===== src/hw/rtl/pncr_pkg.sv =====
// ----------------------------------------------------------------------------
// pncr_pkg
// Shared types, constants and microcode ROM for the pink noise channel
// rotator: datapath widths, filter coefficients and the control program.
// ----------------------------------------------------------------------------
package pncr_pkg;

    localparam int unsigned MAX_CHANNELS = 64;

    localparam int CH_W    = 6;
    localparam int CNT_W   = 7;
    localparam int STEP_W  = 24;
    localparam int SAMP_W  = 16;
    localparam int ACC_W   = 32;
    localparam int SUM_W   = 34;
    localparam int COEF_W  = 25;
    localparam int PROD_W  = 60;
    localparam int DECAY_W = 33;
    localparam int DRV_W   = 26;
    localparam int GAIN_W  = 27;
    localparam int IDX_W   = 2;
    localparam int CFG_W   = 24;

    // configuration register indexes
    localparam logic [IDX_W-1:0] REG_CHANNEL_COUNT    = 2'd0;
    localparam logic [IDX_W-1:0] REG_SAMPLES_PER_STEP = 2'd1;
    localparam logic [IDX_W-1:0] REG_BUS_CHANNELS     = 2'd2;

    localparam logic [CNT_W-1:0]  RST_CHANNEL_COUNT    = 7'd1;
    localparam logic [STEP_W-1:0] RST_SAMPLES_PER_STEP = 24'd48000;
    localparam logic [CNT_W-1:0]  RST_BUS_CHANNELS     = 7'd64;

    typedef logic [3:0] step_t;

    localparam step_t STEP_IDLE  = 4'd0;
    localparam step_t STEP_FIRST = 4'd1;
    localparam step_t STEP_LAST  = 4'd10;

    typedef enum logic [2:0] {
        OPA_WHITE,
        OPA_SLOW,
        OPA_MID,
        OPA_FAST,
        OPA_SUM
    } opa_t;

    typedef enum logic [2:0] {
        COEF_DIRECT,
        COEF_P_SLOW,
        COEF_W_SLOW,
        COEF_P_MID,
        COEF_W_MID,
        COEF_P_FAST,
        COEF_W_FAST,
        COEF_GAIN
    } coef_t;

    typedef enum logic [2:0] {
        ACT_NONE,
        ACT_DIRECT,
        ACT_DECAY,
        ACT_DRIVE,
        ACT_GAIN
    } act_t;

    typedef enum logic [1:0] {
        POLE_SLOW,
        POLE_MID,
        POLE_FAST
    } pole_t;

    typedef enum logic [1:0] {
        JMP_NEXT,
        JMP_WAIT_IN,
        JMP_WAIT_OUT,
        JMP_HOME
    } jmp_t;

    typedef struct packed {
        logic  mul_en;
        opa_t  opa;
        coef_t coef;
        act_t  act;
        pole_t dst;
        logic  div_en;
        jmp_t  jmp;
    } uword_t;

    function automatic logic [COEF_W-1:0] coef_value(input coef_t c);
        logic [COEF_W-1:0] v;
        case (c)
            COEF_DIRECT: v = 25'd3100430;
            COEF_P_SLOW: v = 25'd16737790;
            COEF_W_SLOW: v = 25'd1661716;
            COEF_P_MID:  v = 25'd16156459;
            COEF_W_MID:  v = 25'd4974720;
            COEF_P_FAST: v = 25'd9563013;
            COEF_W_FAST: v = 25'd17661229;
            COEF_GAIN:   v = 25'd977239;
            default:     v = '0;
        endcase
        return v;
    endfunction

    // control program: one word per step
    function automatic uword_t ucode(input step_t s);
        uword_t u;
        u = '{mul_en: 1'b0, opa: OPA_WHITE, coef: COEF_DIRECT, act: ACT_NONE,
              dst: POLE_SLOW, div_en: 1'b0, jmp: JMP_NEXT};
        case (s)
            4'd0: begin
                u.jmp = JMP_WAIT_IN;
            end
            4'd1: begin
                u.mul_en = 1'b1; u.opa = OPA_WHITE; u.coef = COEF_DIRECT;
                u.div_en = 1'b1;
            end
            4'd2: begin
                u.mul_en = 1'b1; u.opa = OPA_SLOW; u.coef = COEF_P_SLOW;
                u.act = ACT_DIRECT; u.div_en = 1'b1;
            end
            4'd3: begin
                u.mul_en = 1'b1; u.opa = OPA_WHITE; u.coef = COEF_W_SLOW;
                u.act = ACT_DECAY; u.div_en = 1'b1;
            end
            4'd4: begin
                u.mul_en = 1'b1; u.opa = OPA_MID; u.coef = COEF_P_MID;
                u.act = ACT_DRIVE; u.dst = POLE_SLOW; u.div_en = 1'b1;
            end
            4'd5: begin
                u.mul_en = 1'b1; u.opa = OPA_WHITE; u.coef = COEF_W_MID;
                u.act = ACT_DECAY; u.div_en = 1'b1;
            end
            4'd6: begin
                u.mul_en = 1'b1; u.opa = OPA_FAST; u.coef = COEF_P_FAST;
                u.act = ACT_DRIVE; u.dst = POLE_MID; u.div_en = 1'b1;
            end
            4'd7: begin
                u.mul_en = 1'b1; u.opa = OPA_WHITE; u.coef = COEF_W_FAST;
                u.act = ACT_DECAY; u.div_en = 1'b1;
            end
            4'd8: begin
                u.act = ACT_DRIVE; u.dst = POLE_FAST;
            end
            4'd9: begin
                u.mul_en = 1'b1; u.opa = OPA_SUM; u.coef = COEF_GAIN;
            end
            4'd10: begin
                u.act = ACT_GAIN; u.jmp = JMP_WAIT_OUT;
            end
            default: begin
                u.jmp = JMP_HOME;
            end
        endcase
        return u;
    endfunction

    function automatic logic signed [ACC_W-1:0] sat32(input logic signed [SUM_W-1:0] x);
        logic signed [ACC_W-1:0] r;
        if (x[SUM_W-1:ACC_W-1] == '0 || x[SUM_W-1:ACC_W-1] == '1) begin
            r = x[ACC_W-1:0];
        end else if (x[SUM_W-1]) begin
            r = {1'b1, {(ACC_W-1){1'b0}}};
        end else begin
            r = {1'b0, {(ACC_W-1){1'b1}}};
        end
        return r;
    endfunction

    function automatic logic signed [SAMP_W-1:0] sat16(input logic signed [GAIN_W-1:0] x);
        logic signed [SAMP_W-1:0] r;
        if (x[GAIN_W-1:SAMP_W-1] == '0 || x[GAIN_W-1:SAMP_W-1] == '1) begin
            r = x[SAMP_W-1:0];
        end else if (x[GAIN_W-1]) begin
            r = {1'b1, {(SAMP_W-1){1'b0}}};
        end else begin
            r = {1'b0, {(SAMP_W-1){1'b1}}};
        end
        return r;
    endfunction

endpackage


===== src/hw/rtl/pink_noise_channel_rotator_core.sv =====
// ----------------------------------------------------------------------------
// pink_noise_channel_rotator_core
// Speaker-test pink noise generator with channel rotation.
//
// Usage:
//   s_ carries one white noise sample (Q1.15) per transaction. m_ returns one
//   result per sample: target channel, pink sample, next active channel, and
//   in m_tuser whether the target channel exists on the bus.
//   cfg_ writes channel_count (0), samples_per_step (1), bus_channels (2);
//   cfg_ready is high outside reset, writes are meant for idle periods only.
// Timing:
//   A sample runs through a ten step microprogram that drives one shared
//   26x34 multiplier for eight products; the result is loaded into the
//   output register in the final step, and no new sample is accepted until
//   the sequencer is back in its idle step. Channel wrap uses a 7 step
//   remainder unit running alongside the filter steps.
// Reset: aresetn (synchronous, low) clears the filters, the step counter and
//   the active channel, and loads the register defaults.
// Stall: a result waits in the output register; the sequencer can take and
//   process one more sample, then holds in its final step until m_tready.
// ----------------------------------------------------------------------------
module pink_noise_channel_rotator_core (
    input  logic                             aclk,
    input  logic                             aresetn,
    // s_tdata: [15:0] white_sample
    input  logic                             s_tvalid,
    output logic                             s_tready,
    input  logic [pncr_pkg::SAMP_W-1:0]      s_tdata,
    // m_tdata: [5:0] target_channel, [21:6] pink_value,
    //          [27:22] next_active_channel, [31:28] zero
    output logic                             m_tvalid,
    input  logic                             m_tready,
    output logic [31:0]                      m_tdata,
    // m_tuser: [0] channel_present
    output logic                             m_tuser,
    input  logic                             cfg_valid,
    output logic                             cfg_ready,
    input  logic [pncr_pkg::IDX_W-1:0]       cfg_index,
    input  logic [pncr_pkg::CFG_W-1:0]       cfg_data
);
    import pncr_pkg::*;

    localparam logic signed [PROD_W-1:0] HALF15 = PROD_W'(1) << 14;
    localparam logic signed [PROD_W-1:0] HALF24 = PROD_W'(1) << 23;
    localparam logic signed [PROD_W-1:0] HALF33 = PROD_W'(1) << 32;

    // configuration
    logic [CNT_W-1:0]  chan_count_reg;
    logic [STEP_W-1:0] step_len_reg;
    logic [CNT_W-1:0]  bus_ch_reg;

    // sequencer
    step_t  pc_reg, pc_next;
    uword_t uw;

    // datapath
    logic signed [SAMP_W-1:0]  w_reg;
    logic signed [ACC_W-1:0]   slow_reg, mid_reg, fast_reg;
    logic signed [DECAY_W-1:0] part_reg;
    logic signed [SUM_W-1:0]   sum_reg;
    logic signed [PROD_W-1:0]  prod_reg, prod_next;
    logic signed [SUM_W-1:0]   opa_val;
    logic [COEF_W-1:0]         coef_val;
    logic signed [PROD_W-1:0]  r15, r24, r33;
    logic signed [DRV_W-1:0]   drive_val;
    logic signed [DECAY_W-1:0] decay_val;
    logic signed [GAIN_W-1:0]  gain_val;
    logic signed [SUM_W-1:0]   drive_sum;
    logic signed [ACC_W-1:0]   new_acc;

    // channel control
    logic [STEP_W-1:0] samples_in_step_reg;
    logic [CH_W-1:0]   active_channel_reg;
    logic [CH_W-1:0]   target_reg;
    logic              present_reg;
    logic              advance_reg;
    logic [CNT_W-1:0]  dvd_reg, rem_reg, divisor_reg;
    logic [CNT_W:0]    rem_shift;
    logic [CNT_W-1:0]  rem_next;
    logic [STEP_W:0]   samples_inc;
    logic [STEP_W-1:0] step_len_eff;
    logic              advance_now;
    logic [CNT_W-1:0]  count_eff;
    logic [CH_W-1:0]   active_next;

    // output register
    logic                    m_tvalid_reg;
    logic [CH_W-1:0]         out_target_reg;
    logic [SAMP_W-1:0]       out_pink_reg;
    logic                    out_present_reg;
    logic [CH_W-1:0]         out_next_reg;

    logic in_accept, out_free, out_load;

    assign uw        = ucode(pc_reg);
    assign s_tready  = aresetn && (uw.jmp == JMP_WAIT_IN);
    assign in_accept = s_tvalid && s_tready;
    assign out_free  = !m_tvalid_reg || m_tready;
    assign out_load  = (uw.act == ACT_GAIN) && out_free;
    assign cfg_ready = aresetn;

    assign m_tvalid = m_tvalid_reg;
    assign m_tdata  = {4'b0, out_next_reg, out_pink_reg, out_target_reg};
    assign m_tuser  = out_present_reg;

    // sequencer next step
    always_comb begin
        case (uw.jmp)
            JMP_NEXT:     pc_next = step_t'(pc_reg + 1'b1);
            JMP_WAIT_IN:  pc_next = in_accept ? step_t'(pc_reg + 1'b1) : pc_reg;
            JMP_WAIT_OUT: pc_next = out_free ? STEP_IDLE : pc_reg;
            JMP_HOME:     pc_next = STEP_IDLE;
            default:      pc_next = STEP_IDLE;
        endcase
    end

    // multiplier operands
    always_comb begin
        case (uw.opa)
            OPA_WHITE: opa_val = SUM_W'(w_reg);
            OPA_SLOW:  opa_val = SUM_W'(slow_reg);
            OPA_MID:   opa_val = SUM_W'(mid_reg);
            OPA_FAST:  opa_val = SUM_W'(fast_reg);
            OPA_SUM:   opa_val = sum_reg;
            default:   opa_val = '0;
        endcase
    end

    assign coef_val  = coef_value(uw.coef);
    assign prod_next = opa_val * $signed({1'b0, coef_val});

    // rounding of the registered product
    assign r15       = prod_reg + HALF15;
    assign r24       = prod_reg + HALF24;
    assign r33       = prod_reg + HALF33;
    assign drive_val = r15[15+DRV_W-1:15];
    assign decay_val = r24[24+DECAY_W-1:24];
    assign gain_val  = r33[33+GAIN_W-1:33];
    assign drive_sum = SUM_W'(part_reg) + SUM_W'(drive_val);
    assign new_acc   = sat32(drive_sum);

    // step bookkeeping at acceptance
    always_comb begin
        step_len_eff = (step_len_reg == '0) ? STEP_W'(1) : step_len_reg;
        samples_inc  = {1'b0, samples_in_step_reg} + 1'b1;
        advance_now  = (samples_inc >= {1'b0, step_len_eff});
        if (chan_count_reg == '0) begin
            count_eff = CNT_W'(1);
        end else if (chan_count_reg > CNT_W'(MAX_CHANNELS)) begin
            count_eff = CNT_W'(MAX_CHANNELS);
        end else begin
            count_eff = chan_count_reg;
        end
    end

    // restoring remainder, one bit per step
    always_comb begin
        rem_shift = {rem_reg, dvd_reg[CNT_W-1]};
        if (rem_shift >= {1'b0, divisor_reg}) begin
            rem_shift = rem_shift - {1'b0, divisor_reg};
        end
        rem_next = rem_shift[CNT_W-1:0];
    end

    assign active_next = advance_reg ? rem_reg[CH_W-1:0] : active_channel_reg;

    // control and state registers
    always_ff @(posedge aclk) begin
        if (!aresetn) begin
            pc_reg              <= STEP_IDLE;
            chan_count_reg      <= RST_CHANNEL_COUNT;
            step_len_reg        <= RST_SAMPLES_PER_STEP;
            bus_ch_reg          <= RST_BUS_CHANNELS;
            slow_reg            <= '0;
            mid_reg             <= '0;
            fast_reg            <= '0;
            samples_in_step_reg <= '0;
            active_channel_reg  <= '0;
            m_tvalid_reg        <= 1'b0;
        end else begin
            pc_reg <= pc_next;
            if (cfg_valid && cfg_ready) begin
                case (cfg_index)
                    REG_CHANNEL_COUNT:    chan_count_reg <= cfg_data[CNT_W-1:0];
                    REG_SAMPLES_PER_STEP: step_len_reg   <= cfg_data[STEP_W-1:0];
                    REG_BUS_CHANNELS:     bus_ch_reg     <= cfg_data[CNT_W-1:0];
                    default: ;
                endcase
            end
            if (in_accept) begin
                samples_in_step_reg <= advance_now ? '0 : samples_inc[STEP_W-1:0];
            end
            if (uw.act == ACT_DRIVE) begin
                case (uw.dst)
                    POLE_SLOW: slow_reg <= new_acc;
                    POLE_MID:  mid_reg  <= new_acc;
                    POLE_FAST: fast_reg <= new_acc;
                    default: ;
                endcase
            end
            if (out_load) begin
                active_channel_reg <= active_next;
                m_tvalid_reg       <= 1'b1;
            end else if (m_tready) begin
                m_tvalid_reg <= 1'b0;
            end
        end
    end

    // payload registers
    always_ff @(posedge aclk) begin
        if (in_accept) begin
            w_reg       <= s_tdata;
            target_reg  <= active_channel_reg;
            present_reg <= ({1'b0, active_channel_reg} < bus_ch_reg);
            advance_reg <= advance_now;
            dvd_reg     <= CNT_W'({1'b0, active_channel_reg} + 1'b1);
            rem_reg     <= '0;
            divisor_reg <= count_eff;
        end else if (uw.div_en) begin
            dvd_reg <= {dvd_reg[CNT_W-2:0], 1'b0};
            rem_reg <= rem_next;
        end
        if (uw.mul_en) begin
            prod_reg <= prod_next;
        end
        case (uw.act)
            ACT_DIRECT: sum_reg  <= SUM_W'(drive_val);
            ACT_DECAY:  part_reg <= decay_val;
            ACT_DRIVE:  sum_reg  <= sum_reg + SUM_W'(new_acc);
            default: ;
        endcase
        if (out_load) begin
            out_target_reg  <= target_reg;
            out_pink_reg    <= present_reg ? sat16(gain_val) : '0;
            out_present_reg <= present_reg;
            out_next_reg    <= active_next;
        end
    end

`ifndef SYNTHESIS
    a_accept_starts_program: assert property (@(posedge aclk) disable iff (!aresetn)
        in_accept |=> pc_reg == STEP_FIRST)
        else $error("accepted sample did not start the program");

    a_absent_is_silent: assert property (@(posedge aclk) disable iff (!aresetn)
        (m_tvalid && !m_tuser) |-> m_tdata[21:6] == '0)
        else $error("absent channel carries a nonzero sample");

    a_remainder_in_range: assert property (@(posedge aclk) disable iff (!aresetn)
        (out_load && advance_reg) |-> rem_reg < divisor_reg)
        else $error("channel wrap remainder out of range");

    a_next_channel_tracks: assert property (@(posedge aclk) disable iff (!aresetn)
        out_load |=> m_tvalid && m_tdata[27:22] == active_channel_reg)
        else $error("reported next channel differs from active channel");
`endif

endmodule


===== config.mk =====
export PLATFORM = sky130hd
export DESIGN_NAME = pink_noise_channel_rotator_core
export DESIGN_NICKNAME = d
export VERILOG_FILES = /design/src/hw/rtl/pncr_pkg.sv /design/src/hw/rtl/pink_noise_channel_rotator_core.sv
export SDC_FILE = /design/constraint.sdc
export NUM_CORES = 2
export LEC_CHECK = 0
export BUFFER_PORTS_ARGS = -buffer_cell sky130_fd_sc_hd__buf_2
export CORE_UTILIZATION = 60
export DETAILED_ROUTE_END_ITERATION = 8
export GPL_TIMING_DRIVEN = 0
export PLACE_DENSITY = 0.78
export SKIP_LAST_GASP = 1
export SLEW_MARGIN = 20
export SYNTH_ARGS = -nofsm -noshare
export SYNTH_HDL_FRONTEND = slang
export SYNTH_SLANG_ARGS = --single-unit

===== constraint.sdc =====
create_clock -name aclk -period 9.4 [get_ports aclk]
set_input_delay 1.41 -clock aclk [delete_from_list [all_inputs] [get_ports aclk]]
set_output_delay 1.41 -clock aclk [all_outputs]
set_load 0.05 [all_outputs]

==> flow_summary_export.csv <==
group,metric,value,unit
run_status,status,"finished, final reports clean",
critical_path,critPathCapture,"prod_reg[59]",
synthesis,seq_area_frac_synth,17.8,%
clocking,cts_made_buffers,35,
global_route,grt_usage,40.4,%
cells_and_area,multiInputGateArea,0.0369,mm²
cells_and_area,fillers,6710,
critical_path,reg2reg_to,"prod_reg[59]",
synthesis,synth_compound_area_share,10.7,%
critical_path,slowest_delay,0.83,ns
synthesis,synth-simple-area-share,14.8,%
route,ant_nets,0,
clocking,clock_sinks,356,
synthesis,synth_edf_count,180,
synthesis,netlist.area_leader.share,34.7,%
worst_hold_path,hp-class,"flip-flop to flip-flop",
cells_and_area,nNetsFinal,6969,
synthesis,muxShareOfSynthArea,0.563,%
job,maxCapViolCount,0,
placed_design,dp_hpwl,137000,µm
sta,setup_ws,0.112,ns
synthesis,synth-xor-area-share,3.97,%
clocking,cts_tree,"yes",
critical_path,critPathMaxFanout,10,
critical_path,start_kind,"flip-flop",
synthesis,yosys_register_bits,356,
route,via_per_inst,6.16,
cells_and_area,regArea,0.00893,mm²
critical_path,ff2ff_path_depth,31,
critical_path,worstPathRequired,9.67,ns
synthesis,synthTopCellsByCount,"inv_1, fa_1, nand2_1, nor2_1, ha_1",
clocking,postCtsHoldBufs,0,
sta,fin_crit,9.29,ns
global_route,grt_max_degree,47,
synthesis,synth_cell_types,107,
die,die_h,291,µm
synthesis,netlist_area,0.0503,mm²
cells_and_area,post-route-util,66.8,%
synthesis,synth.most_common_cell,"inv_1",
clocking,path_clk_slew,0.07,ns
sta,fmax,108,MHz
die,coreArea,0.0825,mm²
sta,setup_viol,0,
sta,drv_slew,0,
sta,slew_headroom,25.6,%
sta,min_period_over_period,98.8,%
critical_path,cp_common_cell,"fa_1",
route,wl,170000,µm
sta,tightestPinTransition,1.11,ns
synthesis,synthCells,5610,
global_route,grt_pass1_vias,42500,
die,io_pins,83,
synthesis,synth_flop_cell,"edfxtp_1",
route,drt-initial-drc-count,5257,
die,rows,105,
synthesis,postSynth.asyncResetShare,0,%
placed_design,post-place-ws,-2.63,ns
global_route,grt_pass1_wl,255000,µm
global_route,gr-total-overflow,0,
synthesis,avgSynthCellArea,8.96,µm²
die,start_util,60.9,%
cells_and_area,largest_reg_flops,46,
synthesis,synth_top_area_cell,"fa_1",
clocking,h-tree-depth,2,
route,route.detailed.drc,0,
synthesis,synth_top_family_by_area,"adder cells",
critical_path,crit_path_end_kind,"flip-flop",
clocking,cts.path.max_buffers,3,
sta,rsz0062_at_grt,"yes",
clocking,root_buffer,"clkbuf_16",
die,dieArea,0.0849,mm²
synthesis,synth-adder-area-share,41.6,%
cells_and_area,drive_gt1_share,10.2,%
cells_and_area,syn_to_final_growth,9.72,%
synthesis,synth_area_leaders,"fa_1, edfxtp_1, inv_1, dfxtp_1, ha_1",
critical_path,r2r-start,"pc_reg[1]",
route,drt_first_pass_iters,6,
critical_path,cp_slowest_cell,"clkbuf_1",
critical_path,worst-setup-path-type,"flip-flop to flip-flop",
placed_design,globalplace.congestion,1.09,
critical_path,r2r_slack,0.11,ns
clocking,clk_latency,0.55,ns
route,post_drt_wl_per_cell,24.7,µm
critical_path,crit_arrival,9.56,ns
sta,fin_tns_setup,0,ns
critical_path,cp-startpoint,"pc_reg[1]",
sta,skew,0.0225,ns
placed_design,portBuffers,77,
global_route,antenna_found_initial,8,
synthesis,ys_warn_count,0,
route,vias,42400,
sta,hold_viol,0,
die,die_width,291,µm
## final cells by class
class,instances,area share (%)
Tap cell,1070,2.43
Sequential cell,356,16.2
Clock buffer,49,1.83
Buffer,247,2.81
Multi-Input combinational cell,3859,67.0
Timing Repair Buffer,151,1.91
Antenna cell,2,0.00908
Clock inverter,15,0.182
Inverter,1123,7.67
## logic make-up (layout without fill, tap and decap cells)
kind of cell | Yosys count | in the layout
other | 1 | 6
adder cells (fa/ha/maj) | 1149 | 1149
AO/OA/AOI/OAI | 796 | 796
XOR/XNOR | 222 | 222
multiplexers | 26 | 26
flip-flops | 356 | 356
buffers and inverters | 1398 | 1585
AND/OR/NAND/NOR | 1662 | 1662
## cells in the final DEF (no fill, tap or decap), types with 76 or more instances in the layout
cell and count:
a21oi_1 216, buf_2 109, buf_4 76, clkbuf_1 100, dfxtp_1 174, edfxtp_1 180, fa_1 860, ha_1 259
inv_1 1112, nand2_1 650, nand3_1 90, nor2_1 444, nor3_1 84, o21ai_0 132, xnor2_1 143
## stage by stage
stage | hold slack [ns] | cell area (µm²) | std cells
floorplan | 0.400 | 50300 | 5613
global placement | 0.402 | 52000 | 6760
detailed placement | 0.405 | 52200 | 6770
CTS | 0.424 | 54300 | 6844
global route | 0.432 | 55100 | 6871
finish | 0.426 | 55100 | 6872
## routing by layer
layer  vias to the layer above  part of all wire [%]  global-route usage, %
li1                      18000                     -                      -
met1                     20800                    37                   52.7
met2                      2859                    43                   59.8
met3                       651                    12                   10.8
met4                         3                   8.1                   25.6
met5                         -                 0.031                      0
## worst max-delay path, delay by kind of cell, from the launching register on
kind / cells / cell delay, ns
buffers and inverters: 9 / 1.71
flip-flops: 1 / 0.36
XOR/XNOR: 1 / 0.10
AO/OA/AOI/OAI: 9 / 2.00
adder cells (fa/ha/maj): 9 / 4.08
AND/OR/NAND/NOR: 3 / 0.72
## what timing repair did
item                                    4_1_cts  5_1_grt
resized for setup                           309      211
endpoints found under the setup margin       44       31
setup buffers                                30       33
pin swaps                                    17       37
## worst min path at each step
stage                              from  slack [ns]                end  cells after the start
after global routing      target_reg[1]        0.43  out_target_reg[1]                      0
after CTS                 target_reg[1]        0.42  out_target_reg[1]                      0
final                     target_reg[5]        0.43  out_target_reg[5]                      0
after floorplan           target_reg[0]        0.40  out_target_reg[0]                      0
after global placement    target_reg[2]        0.40  out_target_reg[2]                      0
after detailed placement  target_reg[5]        0.41  out_target_reg[5]                      0
Power is left out: the tool's default activity adds up to more than one toggle a clock period on the data nets, which glitch-free logic cannot reach.
